[config.mk]
export PLATFORM = sky130hd
export DESIGN_NAME = arm_banked_register_file_flat
export DESIGN_NICKNAME = d
export VERILOG_FILES = /design/src/rtl/abrf_pkg.sv /design/src/rtl/abrf_ifs.sv /design/src/rtl/abrf_regs.sv /design/src/rtl/arm_banked_register_file.sv /design/src/flat_wrapper.sv
export SDC_FILE = /design/constraint.sdc
export NUM_CORES = 2
export LEC_CHECK = 0
export BUFFER_PORTS_ARGS = -buffer_cell sky130_fd_sc_hd__clkbuf_2
export CELL_PAD_IN_SITES_DETAIL_PLACEMENT = 1
export CELL_PAD_IN_SITES_GLOBAL_PLACEMENT = 1
export CORE_MARGIN = 10
export CORE_UTILIZATION = 45
export CTS_CLUSTER_SIZE = 12
export DETAILED_ROUTE_END_ITERATION = 16
export GPL_TIMING_DRIVEN = 0
export PLACE_DENSITY = 0.79
export SLEW_MARGIN = 20
export SYNTH_ARGS = -nofsm -noshare
export SYNTH_HDL_FRONTEND = slang
export SYNTH_HIERARCHICAL = 1
export SYNTH_SLANG_ARGS = --single-unit
[constraint.sdc]
create_clock -name clk -period 5.4 [get_ports clk]
set_input_delay 0.27 -clock clk [delete_from_list [all_inputs] [get_ports clk]]
set_output_delay 0.27 -clock clk [all_outputs]
set_load 0.05 [all_outputs]
[src/rtl/abrf_pkg.sv]
// Package with the command and mode codes, request/result types and bank decode functions.
`timescale 1ns / 1ps
`default_nettype none

package abrf_pkg;

	typedef enum logic [2:0] {
		CMD_READ       = 3'd0,
		CMD_WRITE      = 3'd1,
		CMD_WRITE_MODE = 3'd2,
		CMD_RD_CPSR    = 3'd3,
		CMD_WR_CPSR    = 3'd4,
		CMD_RD_SPSR    = 3'd5,
		CMD_WR_SPSR    = 3'd6,
		CMD_EXCEPTION  = 3'd7
	} cmd_t;

	// Bank selector values.
	typedef enum logic [2:0] {
		MODE_USR = 3'd0,
		MODE_FIQ = 3'd1,
		MODE_IRQ = 3'd2,
		MODE_SVC = 3'd3,
		MODE_ABT = 3'd4,
		MODE_UND = 3'd5,
		MODE_SYS = 3'd6,
		MODE_BAD = 3'd7
	} mode_t;

	// Architectural mode codes.
	localparam logic [4:0] CODE_USR = 5'h10;
	localparam logic [4:0] CODE_FIQ = 5'h11;
	localparam logic [4:0] CODE_IRQ = 5'h12;
	localparam logic [4:0] CODE_SVC = 5'h13;
	localparam logic [4:0] CODE_ABT = 5'h17;
	localparam logic [4:0] CODE_UND = 5'h1B;
	localparam logic [4:0] CODE_SYS = 5'h1F;

	localparam logic [31:0] CPSR_RESET = 32'h0000_00D3;

	// Physical register file: r0-r15 of usr/sys, then fiq r8-r14,
	// then the r13/r14 pairs of irq, svc, abt and und.
	localparam int NumPhys    = 31;
	localparam int FiqBase    = 16;
	localparam int SpLrBase   = 23;
	localparam int NumSpsr    = 5;
	localparam logic [3:0] PcReg = 4'd15;
	localparam logic [3:0] LrReg = 4'd14;

	typedef logic [4:0] phys_idx_t;
	typedef logic [2:0] spsr_idx_t;

	typedef struct packed {
		cmd_t        cmd;
		logic [3:0]  reg_index;
		logic [4:0]  mode_code;
		logic [31:0] data;
		logic [31:0] return_address;
	} request_t;

	typedef struct packed {
		logic [31:0] read_data;
		logic        bad_mode;
	} result_t;

	function automatic mode_t decode_mode(input logic [4:0] code);
		mode_t m;
		unique case (code)
			CODE_USR: m = MODE_USR;
			CODE_FIQ: m = MODE_FIQ;
			CODE_IRQ: m = MODE_IRQ;
			CODE_SVC: m = MODE_SVC;
			CODE_ABT: m = MODE_ABT;
			CODE_UND: m = MODE_UND;
			CODE_SYS: m = MODE_SYS;
			default:  m = MODE_BAD;
		endcase
		return m;
	endfunction

	function automatic logic is_exc_mode(input mode_t m);
		return (m >= MODE_FIQ) && (m <= MODE_UND);
	endfunction

	function automatic phys_idx_t phys_index(input mode_t m, input logic [3:0] r);
		logic [2:0] off;
		off = 3'(m - MODE_IRQ);
		if (r >= 4'd8 && r <= 4'd14 && m == MODE_FIQ) begin
			return phys_idx_t'(FiqBase) + phys_idx_t'(r - 4'd8);
		end
		if (r >= 4'd13 && r <= 4'd14 && m >= MODE_IRQ && m <= MODE_UND) begin
			// r13 has bit 0 set, r14 clear: the pair slot is the inverted bit.
			return phys_idx_t'(SpLrBase) + phys_idx_t'({off[1:0], ~r[0]});
		end
		return phys_idx_t'(r);
	endfunction

	function automatic spsr_idx_t spsr_index(input mode_t m);
		return spsr_idx_t'(m - MODE_FIQ);
	endfunction

endpackage

`default_nettype wire

[src/rtl/abrf_ifs.sv]
// Valid/ready channel interfaces for the request and result streams.
`timescale 1ns / 1ps
`default_nettype none

interface abrf_req_if;
	logic        valid;
	logic        ready;
	logic [2:0]  cmd;
	logic [3:0]  reg_index;
	logic [4:0]  mode_code;
	logic [31:0] data;
	logic [31:0] return_address;

	modport source (output valid, cmd, reg_index, mode_code, data, return_address,
		input ready);
	modport sink (input valid, cmd, reg_index, mode_code, data, return_address,
		output ready);
endinterface

interface abrf_rsp_if;
	logic        valid;
	logic        ready;
	logic [31:0] read_data;
	logic        bad_mode;

	modport source (output valid, read_data, bad_mode, input ready);
	modport sink (input valid, read_data, bad_mode, output ready);
endinterface

`default_nettype wire

[src/rtl/abrf_regs.sv]
// Banked register storage, status words and the combinational command execution.
`timescale 1ns / 1ps
`default_nettype none

module abrf_regs import abrf_pkg::*; (
	input  wire logic     clk,
	input  wire logic     arst_n,
	input  wire logic     exec_en,
	input  wire request_t req,
	output result_t       res
);

	logic [31:0] gpr_q [NumPhys];
	logic [31:0] spsr_q [NumSpsr];
	logic [31:0] cpsr_q;
	mode_t       mode_q;

	logic        gpr_we;
	phys_idx_t   gpr_idx;
	logic        exc_en;
	phys_idx_t   lr_idx;
	logic        spsr_we;
	spsr_idx_t   spsr_widx;
	logic [31:0] spsr_wdata;
	logic        cpsr_we;
	logic [31:0] cpsr_d;
	logic        mode_we;
	mode_t       mode_d;
	mode_t       req_mode;
	mode_t       data_mode;
	mode_t       fwd_mode;

	always_comb begin
		res        = '0;
		gpr_we     = 1'b0;
		gpr_idx    = phys_index(mode_q, req.reg_index);
		exc_en     = 1'b0;
		spsr_we    = 1'b0;
		spsr_widx  = spsr_index(mode_q);
		spsr_wdata = req.data;
		cpsr_we    = 1'b0;
		cpsr_d     = req.data;
		mode_we    = 1'b0;
		req_mode   = decode_mode(req.mode_code);
		data_mode  = decode_mode(req.data[4:0]);
		mode_d     = data_mode;
		fwd_mode   = (req_mode == MODE_BAD) ? MODE_USR : req_mode;
		lr_idx     = phys_index(req_mode, LrReg);
		unique case (req.cmd)
			CMD_READ: begin
				res.read_data = gpr_q[gpr_idx];
			end
			CMD_WRITE: begin
				gpr_we = 1'b1;
			end
			CMD_WRITE_MODE: begin
				// An unknown mode code falls back to the user bank.
				gpr_we       = 1'b1;
				gpr_idx      = phys_index(fwd_mode, req.reg_index);
				res.bad_mode = (req_mode == MODE_BAD);
			end
			CMD_RD_CPSR: begin
				res.read_data = cpsr_q;
			end
			CMD_WR_CPSR: begin
				cpsr_we      = 1'b1;
				mode_we      = (data_mode != MODE_BAD);
				res.bad_mode = (data_mode == MODE_BAD);
			end
			CMD_RD_SPSR: begin
				res.read_data = is_exc_mode(mode_q) ? spsr_q[spsr_index(mode_q)] : cpsr_q;
			end
			CMD_WR_SPSR: begin
				spsr_we = is_exc_mode(mode_q);
			end
			CMD_EXCEPTION: begin
				if (is_exc_mode(req_mode)) begin
					exc_en     = 1'b1;
					spsr_we    = 1'b1;
					spsr_widx  = spsr_index(req_mode);
					spsr_wdata = cpsr_q;
					cpsr_we    = 1'b1;
					// T cleared, mode loaded, I set, F set on entry to FIQ.
					cpsr_d     = {cpsr_q[31:8], 1'b1, cpsr_q[6] | (req_mode == MODE_FIQ),
						1'b0, req.mode_code};
					mode_we    = 1'b1;
					mode_d     = req_mode;
					res.read_data = cpsr_d;
				end else begin
					res.bad_mode = 1'b1;
				end
			end
			default: begin
				res = '0;
			end
		endcase
	end

	always_ff @(posedge clk or negedge arst_n) begin
		if (!arst_n) begin
			for (int i = 0; i < NumPhys; i++) begin
				gpr_q[i] <= '0;
			end
			for (int i = 0; i < NumSpsr; i++) begin
				spsr_q[i] <= '0;
			end
			cpsr_q <= CPSR_RESET;
			mode_q <= MODE_SVC;
		end else if (exec_en) begin
			for (int i = 0; i < NumPhys; i++) begin
				if (gpr_we && gpr_idx == phys_idx_t'(i)) begin
					gpr_q[i] <= req.data;
				end
				if (exc_en && lr_idx == phys_idx_t'(i)) begin
					gpr_q[i] <= req.return_address;
				end
			end
			if (exc_en) begin
				gpr_q[phys_idx_t'(PcReg)] <= req.data;
			end
			if (spsr_we) begin
				spsr_q[spsr_widx] <= spsr_wdata;
			end
			if (cpsr_we) begin
				cpsr_q <= cpsr_d;
			end
			if (mode_we) begin
				mode_q <= mode_d;
			end
		end
	end

endmodule

`default_nettype wire

[src/rtl/arm_banked_register_file.sv]
// A request's result is registered when the result register is free or drains.
// Throughput: one request per cycle while results are taken; the input and result
// registers are separated by one pass of bank decode, read mux and write enables.
// Reset: asynchronous, active low; all registers and SPSRs clear, CPSR becomes 0xD3 in
// supervisor mode, both pipeline registers empty.
// Top level of the banked register file with input and result registers.
`timescale 1ns / 1ps
`default_nettype none

module arm_banked_register_file import abrf_pkg::*; (
	input wire logic  clk,
	input wire logic  arst_n,
	abrf_req_if.sink  req,
	abrf_rsp_if.source rsp
);

	logic     v_s1;
	request_t req_s1;
	logic     advance;
	result_t  exec_res;
	logic     rsp_valid_q;
	result_t  rsp_q;

	// The executing request moves on whenever the result register is free or drains.
	assign advance   = v_s1 && (!rsp_valid_q || rsp.ready);
	assign req.ready = !v_s1 || advance;

	always_ff @(posedge clk or negedge arst_n) begin
		if (!arst_n) begin
			v_s1 <= 1'b0;
		end else if (req.ready) begin
			v_s1 <= req.valid;
		end
	end

	always_ff @(posedge clk) begin
		if (req.ready && req.valid) begin
			req_s1.cmd            <= cmd_t'(req.cmd);
			req_s1.reg_index      <= req.reg_index;
			req_s1.mode_code      <= req.mode_code;
			req_s1.data           <= req.data;
			req_s1.return_address <= req.return_address;
		end
	end

	abrf_regs u_regs (
		.clk     (clk),
		.arst_n  (arst_n),
		.exec_en (advance),
		.req     (req_s1),
		.res     (exec_res)
	);

	always_ff @(posedge clk or negedge arst_n) begin
		if (!arst_n) begin
			rsp_valid_q <= 1'b0;
		end else if (advance) begin
			rsp_valid_q <= 1'b1;
		end else if (rsp.ready) begin
			rsp_valid_q <= 1'b0;
		end
	end

	always_ff @(posedge clk) begin
		if (advance) begin
			rsp_q <= exec_res;
		end
	end

	assign rsp.valid     = rsp_valid_q;
	assign rsp.read_data = rsp_q.read_data;
	assign rsp.bad_mode  = rsp_q.bad_mode;

`ifndef SYNTHESIS
	a_advance_fills_result: assert property (@(posedge clk) disable iff (!arst_n)
		advance |=> rsp_valid_q)
		else $error("executed request did not reach the result register");

	a_bad_only_on_mode_cmds: assert property (@(posedge clk) disable iff (!arst_n)
		(advance && exec_res.bad_mode) |-> (req_s1.cmd == CMD_WRITE_MODE
			|| req_s1.cmd == CMD_WR_CPSR || req_s1.cmd == CMD_EXCEPTION))
		else $error("bad_mode raised by a command that carries no mode code");

	a_writes_return_zero: assert property (@(posedge clk) disable iff (!arst_n)
		(advance && (req_s1.cmd == CMD_WRITE || req_s1.cmd == CMD_WRITE_MODE
			|| req_s1.cmd == CMD_WR_CPSR || req_s1.cmd == CMD_WR_SPSR))
		|-> (exec_res.read_data == '0))
		else $error("write command produced nonzero read data");

	a_ready_when_empty: assert property (@(posedge clk) disable iff (!arst_n)
		!v_s1 |-> req.ready)
		else $error("request refused while the input register is empty");
`endif

endmodule

`default_nettype wire
[src/flat_wrapper.sv]
// flat-port wrapper written by rule: the top's interface ports become plain ports
module arm_banked_register_file_flat import abrf_pkg::*;
  (clk, arst_n, req_valid, req_cmd, req_reg_index, req_mode_code, req_data, req_return_address, req_ready, rsp_valid, rsp_read_data, rsp_bad_mode, rsp_ready);
  abrf_req_if req_i ();
  abrf_rsp_if rsp_i ();
  input wire logic clk;
  input wire logic arst_n;
  input wire logic [$bits(req_i.valid)-1:0] req_valid;
  input wire logic [$bits(req_i.cmd)-1:0] req_cmd;
  input wire logic [$bits(req_i.reg_index)-1:0] req_reg_index;
  input wire logic [$bits(req_i.mode_code)-1:0] req_mode_code;
  input wire logic [$bits(req_i.data)-1:0] req_data;
  input wire logic [$bits(req_i.return_address)-1:0] req_return_address;
  output wire logic [$bits(req_i.ready)-1:0] req_ready;
  output wire logic [$bits(rsp_i.valid)-1:0] rsp_valid;
  output wire logic [$bits(rsp_i.read_data)-1:0] rsp_read_data;
  output wire logic [$bits(rsp_i.bad_mode)-1:0] rsp_bad_mode;
  input wire logic [$bits(rsp_i.ready)-1:0] rsp_ready;
  assign req_i.valid = req_valid;
  assign req_i.cmd = req_cmd;
  assign req_i.reg_index = req_reg_index;
  assign req_i.mode_code = req_mode_code;
  assign req_i.data = req_data;
  assign req_i.return_address = req_return_address;
  assign req_ready = req_i.ready;
  assign rsp_valid = rsp_i.valid;
  assign rsp_read_data = rsp_i.read_data;
  assign rsp_bad_mode = rsp_i.bad_mode;
  assign rsp_i.ready = rsp_ready;
  arm_banked_register_file u_core (.clk(clk), .arst_n(arst_n), .req(req_i), .rsp(rsp_i));
endmodule
; After elaboration in Yosys (flattened, before gate mapping)
; Cells that the tools add are included.
[classes]
n_eq_ne = 88
magnitude_cmp = 15
add_sub_neg = 10
n_bitwise = 5
n_mux = 120
n_reduce_logical = 151
[op_table]
columns = op, count
row1 = 32-bit 2-to-1 mux, 74
row2 = 5-bit == test (second input constant), 44
row3 = 32-bit binary-select mux with 5-bit select, 1
row4 = 160-bit bitwise mux, 1
row5 = 32-bit case mux with 4 select lines, 1
row6 = 32-bit binary-select mux with 3-bit select, 1
row7 = 32-bit demux with 3-bit select, 1
row8 = 5-bit by 4-bit == test with 1-bit output (second input constant), 16
row9 = 1-bit logical AND, 76
row10 = 2-bit AND reduction, 34
row11 = 5-bit 2-to-1 mux, 13
row12 = 2-bit nonzero test, 31
row13 = 3-bit case mux with 7 select lines, 2
row14 = 5-bit by 3-bit == test with 1-bit output (second input constant), 8
row15 = 5-bit by 2-bit == test with 1-bit output (second input constant), 4
row16 = 3-bit == test (second input constant), 6
row17 = 1-bit 2-to-1 mux, 17
row18 = 4-bit >= comparator (second input constant), 4
row19 = 5-bit by 3-bit adder with 5-bit output (first input constant), 3
row20 = 3-bit 2-to-1 mux, 5
row21 = 3-bit by 1-bit == test with 1-bit output (second input constant), 4
row22 = 5-bit by 1-bit == test with 1-bit output (second input constant), 2
row23 = 5-bit logical NOT, 2
row24 = 3-bit by 2-bit >= comparator with 1-bit output (second input constant), 3
row25 = other kinds (24), 36
[word_totals]
word_cells = 437
regBits = 1298

; Longest topological paths before layout
[depth]
depth_word = 18
mapped_depth = 17
ltp_nobuf = 13

; Cells and area by module
; The synthesis kept the hierarchy.
[modules_own_cells]
columns = mod, seq_area_each_um2, area_per_inst_um2, n_inst, cells_each
row1 = abrf_regs, 29712.2, 57825.5, 1, 5198
row2 = arm_banked_register_file, 3323.2, 3377.0, 1, 117

; Worst setup path before layout
; Ideal clock, no wire load.
[synth_timing]
kind = flip-flop to flip-flop
from = register u_core.u_regs.mode_q[0]
to = register u_core.rsp_q (netlist bit u_core/rsp.read_data[16]) (data pin)
t_arrival_ns = 4.129
slack_ns = 1.001
path_stages_with_launch = 14
required_ns = 5.130
synth_period_minus_slack_ns = 4.399
cell_sequence = dfstp_2 -> buf_1 -> buf_1 -> inv_1 -> ha_1 -> nor3_1 -> a21oi_1 -> a31oi_1 -> clkbuf_1 -> buf_1 -> mux2i_1 -> nand2_1 -> a311oi_1 -> o31ai_1
[synth_lines]
columns = element, line
row1 = start: declaration, abrf_regs.sv:16  ; mode_t mode_q;
row2 = start signal: assignment, abrf_regs.sv:128  ; mode_q <= mode_d;
row3 = end signal: assignment, arm_banked_register_file.sv:66  ; rsp_q <= exec_res;
row4 = end: declaration, arm_banked_register_file.sv:22  ; result_t rsp_q;

; Final worst setup path
[layout_timing]
from = register u_core/req_s1[66] (netlist bit)
to = register u_core/u_regs/gpr_q[630] (netlist bit)
[layout_via]
elab_chain_len = 17
elab_cells_between_ends = 50
cone_classes = 4 x add/sub / 5 x order compare / 12 x eq/ne / 20 x mux / 9 x reduce/logical
[layout_rtl]
columns = element, line
row1 = start: declaration, arm_banked_register_file.sv:18  ; request_t req_s1;
row2 = 5-bit == test, abrf_pkg.sv:68  ; unique case (code)
row3 = 3-bit case mux with 7 select lines (*), abrf_pkg.sv:68
row4 = branches (longest 15 deep; another with 5-bit by 3-bit adder with 5-bit output), -
row5 = end signal: indexed assignment, abrf_regs.sv:112  ; gpr_q[i] <= req.data;
row6 = end signal: indexed assignment, abrf_regs.sv:115  ; gpr_q[i] <= req.return_address;
row7 = end signal: indexed assignment, abrf_regs.sv:119  ; gpr_q[phys_idx_t'(PcReg)] <= req.data;
row8 = end: declaration, abrf_regs.sv:13  ; logic [31:0] gpr_q [NumPhys];
; Every way passes the cells marked *. The select of a mux whose other input is x is not followed.
; A chain may end at the register's enable or synchronous reset.

==> results_dict.tcl <==
set metrics [dict create \
    run_status "finished with violations" \
    violations "setup timing" \
    worst-setup-path-type "register to register" \
    yosys.area.top_type_share_pct 48.33 \
    worst_ep_arrival_time_ps 6130 \
    post_drt_wl_per_cell_um 33.90 \
    globalRoute.totalOverflow 0 \
    finalPower_uw 27980 \
    ys_types 92 \
    design.core.area_mm2 0.1353 \
    synth-edff-count 109 \
    sequential_cell_area_mm2 0.03304 \
    met2RoutedLength_mm 115.9 \
    layout_cells_sized_above_1_pct 24.83 \
    ctsLongestPathBuffers 3 \
    detailroute.via_count 49239 \
    unrepaired_setup_endpoints_after_global_routing "yes" \
    detail_route.vias_per_cell 6.486 \
    cp_cell_sequence "buf_2 > xor2_1 > and3_1 > o21ai_2 > inv_1 > ha_1 > nand4bb_1 > o2111ai_1 > nor3_1 > mux2i_2 > nand2_1 > or3_1 > nor2_2 > buf_2 > mux2_1" \
    boundaryPins 115 \
    power_frac_comb_pct 20.3 \
    power.sequential.fraction_pct 43.8 \
    antenna_violating_nets_post_route 0 \
    clock_sinks 1298 \
    synth_adder_area_share_pct 0.2862 \
    crit_cells 15 \
    syn_nets 5409 \
    final.fill_count 13990 \
    final_core_util_pct 52.60 \
    clock_pin_slew_of_the_registers_on_the_worst_case_setup_and_hold_paths_ps 60 \
    power.static_leakage_uw 0.03232 \
    dominant_combinational_cell_family_by_area_after_synthesis "multiplexers" \
    finalSetupViolCount 38 \
    syn-instance-count 5315 \
    post-route-worst-setup-slack_ps -75.96 \
    timing.critical_path.fanout_max 10 \
    deepest_level_of_the_cts_h_tree 4 \
    critPathRequiredTime_ps 6060 \
    slowest_stage "sky130_fd_sc_hd__nor2_2" \
    critical_path.endpoint_type "register" \
    min-delay-path-class "input port to async pin" \
    post-synth-top-area-cell "sky130_fd_sc_hd__dfrtp_1" \
    grt_pass1_vias 52021 \
    grt_util_all_layers_pct 33.14 \
    maxSlewViolCount 0 \
    cell_area_after_technology_mapping_mm2 0.06120 \
    intPower_uw 19190 \
    worst_path_most_repeated_cell "sky130_fd_sc_hd__buf_2" \
    cpLargestDelayFamily "simple AND/OR/NAND/NOR gates" \
    detailedRoute.firstPassIterationCount 8 \
    setup.worst_path.end "u_core/u_regs/gpr_q[630]" \
    clock-skew-final_ps 36.74 \
    multi_input_comb_area_mm2 0.02662 \
    yosys_warnings 6 \
    tritoncts "built" \
    grt_max_degree 89 \
    timing.max_cap.violations 0 \
    synth_compound_gate_area_share_pct 11.86 \
    post-place-cells 7237 \
    syn_to_final_growth_pct 16.27 \
    yosysSeqAreaShare_pct 53.98 \
    synth_simple_gate_area_share_pct 8.094 \
    fp-row-count 135 \
    critical_path.startpoint_type "register" \
    dp_slack_ps -2757 \
    fp.dieH_um 388.8 \
    gp_congestion 1.017 \
    start_util_pct 45.24 \
    p_per_area_mw_per_mm2 393.1 \
    endpoints_failing_hold 0 \
    reg2regPathDepth 15 \
    post_layout_nonfiller_instances 7592 \
    ys_seq_elements 1298 \
    detailedRoute.firstIterationViolations 5737 \
    finalWorstPathRequiredPeriod_ps 5476 \
    synth.mux.area_fraction_pct 22.00 \
    synth_most_common_cell "sky130_fd_sc_hd__dfrtp_1" \
    global_route_wire_length_before_repair_mm 367.0 \
    fmaxAchievable_mhz 182.6 \
    worst-path-buf-inv 3 \
    worstReg2RegStart "u_core/req_s1[66]" \
    numCtsBuffers 145 \
    synth.area.top_cells "sky130_fd_sc_hd__dfrtp_1, sky130_fd_sc_hd__mux2_2, sky130_fd_sc_hd__mux2i_1" \
    routed_wl_mm 257.4 \
    grt_antenna_before_repair 17 \
    synth.avg_cell_area_um2 11.52 \
    setup_tns_ps -1295 \
    final_net_count 5789 \
    floorplan.die_area_mm2 0.1512 \
    die_w_um 388.8 \
    critical_path.reg2reg.endpoint "u_core/u_regs/gpr_q[630]" \
    ys_async_sr_fraction_pct 91.60 \
    p_sw_share_pct 31.41 \
    final.period_utilization_pct 101.4 \
    timing.critical_path.from "u_core/req_s1[66]" \
    synth_common_cells "sky130_fd_sc_hd__dfrtp_1, sky130_fd_sc_hd__mux2_2, sky130_fd_sc_hd__nand2_1" \
    total_met3_wirelength_after_detailed_routing_mm 25.35 \
    synth-xor-area-share_pct 0.08586 \
    clock_insertion_delay_worst_skew_ps 790 \
    slew_headroom_pct 18.13 \
    vdd_drop_max_mv 0.3096 \
    wirelength_met1_mm 98.85 \
    reg2reg_setup_slack_ps -80 \
    hpwl_mm 193.0 \
    max_stage_delay_ps 560 \
    topRoutingLayerUsed "met5" \
    drt_drc_violations_left 0 \
    synth_ff_type "sky130_fd_sc_hd__dfrtp_1" \
    total_switching_power_uw 8788 \
    p_clk_share_pct 35.9 \
    root_buffer "sky130_fd_sc_hd__clkbuf_16" \
    worst-slew-pin-transition_ps 1219 \
    io_buffer_count 114 \
]
-- how the worst min path moves through the flow --
stage | startpoint | depth (start not counted) | to | slack (ps)
floorplan | arst_n | 0 | u_core/rsp.valid | -30
global placement | req_return_address[15] | 1 | u_core/req_s1[15] | 450
detailed placement | arst_n | 1 | u_core/u_regs/gpr_q[196] | 240
CTS | arst_n | 3 | u_core/u_regs/gpr_q[710] | 100
global route | arst_n | 3 | u_core/u_regs/gpr_q[710] | 130
finish | arst_n | 3 | u_core/u_regs/gpr_q[192] | 130
-- power groups by stage --
stage	registers, uW	clock network (uW)	logic, uW
floorplan	12100	0	3040
global placement	12300	0	4960
detailed placement	12300	0	5240
CTS	12200	10100	5440
global route	12400	10600	5940
finish	12300	10100	5670
-- registers in the layout (all words and copies together), names as in the netlist --
name / flops
u_core/req_s1: 76
u_core/v_s1: 1
u_core/u_regs/mode_q: 3
u_core/rsp.read_data: 32
u_core/u_regs/gpr_q: 992
u_core/rsp.bad_mode: 1
u_core/u_regs/cpsr_q: 32
u_core/rsp.valid: 1
u_core/u_regs/spsr_q: 160
-- repair_timing --
item,CTS,global route
setup endpoints to repair,1087,601
hold buffers,81,0
gates resized for setup,132,92
endpoints found under the hold margin,307,0
pin swaps,3,11
buffers inserted,3,12
-- through the flow --
step | instance area (um2) | hold slack [ps]
floorplan | 61200 | -25.59
global placement | 64000 | 446.9
detailed placement | 64690 | 235.2
CTS | 70730 | 95.43
global route | 71140 | 133.8
finish | 71160 | 126.3
-- per-layer routing --
layer,global-route usage (%),vias to the layer above
li1,-,20000
met3,10.16,809
met5,0,-
met2,51.06,2616
met4,20.11,10
met1,40.74,25804
-- cell families after synthesis --
kind of cell | Yosys count
xor gates and xnor gates | 6
adders and majority gates | 14
muxes | 1206
DFF | 1298
buffers and inverters | 541
and+or+nand+nor | 1135
AOI/OAI and AO/OA | 1115
-- layout by cell type (no fill, tap or decap), types with 13 or more instances in the layout --
| cell | instances |
|---|---|
| sky130_fd_sc_hd__clkbuf_4 | 16 |
| sky130_fd_sc_hd__clkbuf_2 | 164 |
| sky130_fd_sc_hd__clkbuf_1 | 271 |
| sky130_fd_sc_hd__dlygate4sd3_1 | 80 |
| sky130_fd_sc_hd__a21o_1 | 37 |
| sky130_fd_sc_hd__a22o_1 | 38 |
| sky130_fd_sc_hd__buf_4 | 32 |
| sky130_fd_sc_hd__a211oi_1 | 66 |
| sky130_fd_sc_hd__ha_1 | 14 |
| sky130_fd_sc_hd__a221oi_1 | 33 |
| sky130_fd_sc_hd__mux2_2 | 683 |
| sky130_fd_sc_hd__edfxtp_1 | 109 |
| sky130_fd_sc_hd__mux2_1 | 79 |
| sky130_fd_sc_hd__o31ai_1 | 14 |
| sky130_fd_sc_hd__dfrtp_1 | 1182 |
| sky130_fd_sc_hd__clkbuf_8 | 25 |
| sky130_fd_sc_hd__o21ai_0 | 217 |
| sky130_fd_sc_hd__inv_1 | 21 |
| sky130_fd_sc_hd__clkinv_2 | 22 |
| sky130_fd_sc_hd__clkbuf_16 | 153 |
| sky130_fd_sc_hd__o211ai_1 | 30 |
| sky130_fd_sc_hd__nor2_1 | 315 |
| sky130_fd_sc_hd__nand2_1 | 514 |
| sky130_fd_sc_hd__nor4_2 | 13 |
| sky130_fd_sc_hd__o221ai_1 | 84 |
| sky130_fd_sc_hd__buf_16 | 17 |
| sky130_fd_sc_hd__mux4_2 | 35 |
| sky130_fd_sc_hd__o22ai_1 | 28 |
| sky130_fd_sc_hd__mux2i_1 | 408 |
| sky130_fd_sc_hd__a31oi_1 | 39 |
| sky130_fd_sc_hd__and3_1 | 42 |
| sky130_fd_sc_hd__nor3_1 | 19 |
| sky130_fd_sc_hd__nand3_1 | 111 |
| sky130_fd_sc_hd__nand2b_1 | 15 |
| sky130_fd_sc_hd__buf_2 | 131 |
| sky130_fd_sc_hd__a22oi_1 | 61 |
| sky130_fd_sc_hd__nor4_1 | 13 |
| sky130_fd_sc_hd__a21oi_1 | 344 |
| sky130_fd_sc_hd__buf_1 | 66 |
-- worst reg2reg max path, delay by kind of cell, from the launching register on --
kind | cells | cell delay, ps
AND/OR/NAND/NOR | 6 | 2070
buffers and inverters | 3 | 910
AO/OA/AOI/OAI | 2 | 660
multiplexers | 2 | 860
flip-flops | 1 | 430
adder cells (fa/ha/maj) | 1 | 260
XOR/XNOR | 1 | 170
-- layout make-up --
| cell class | instances | area share [%] |
|---|---|---|
| inverters | 21 | 0.1108 |
| diodes | 7 | 0.02462 |
| multi-input cells | 3476 | 37.40 |
| clock inverters | 40 | 0.6048 |
| clock buffers | 216 | 6.050 |
| well taps | 1781 | 3.131 |
| repair buffers | 237 | 2.984 |
| plain buffers | 516 | 3.267 |
| flip-flops and latches | 1298 | 46.42 |
(Power assumes the default switching activity.)
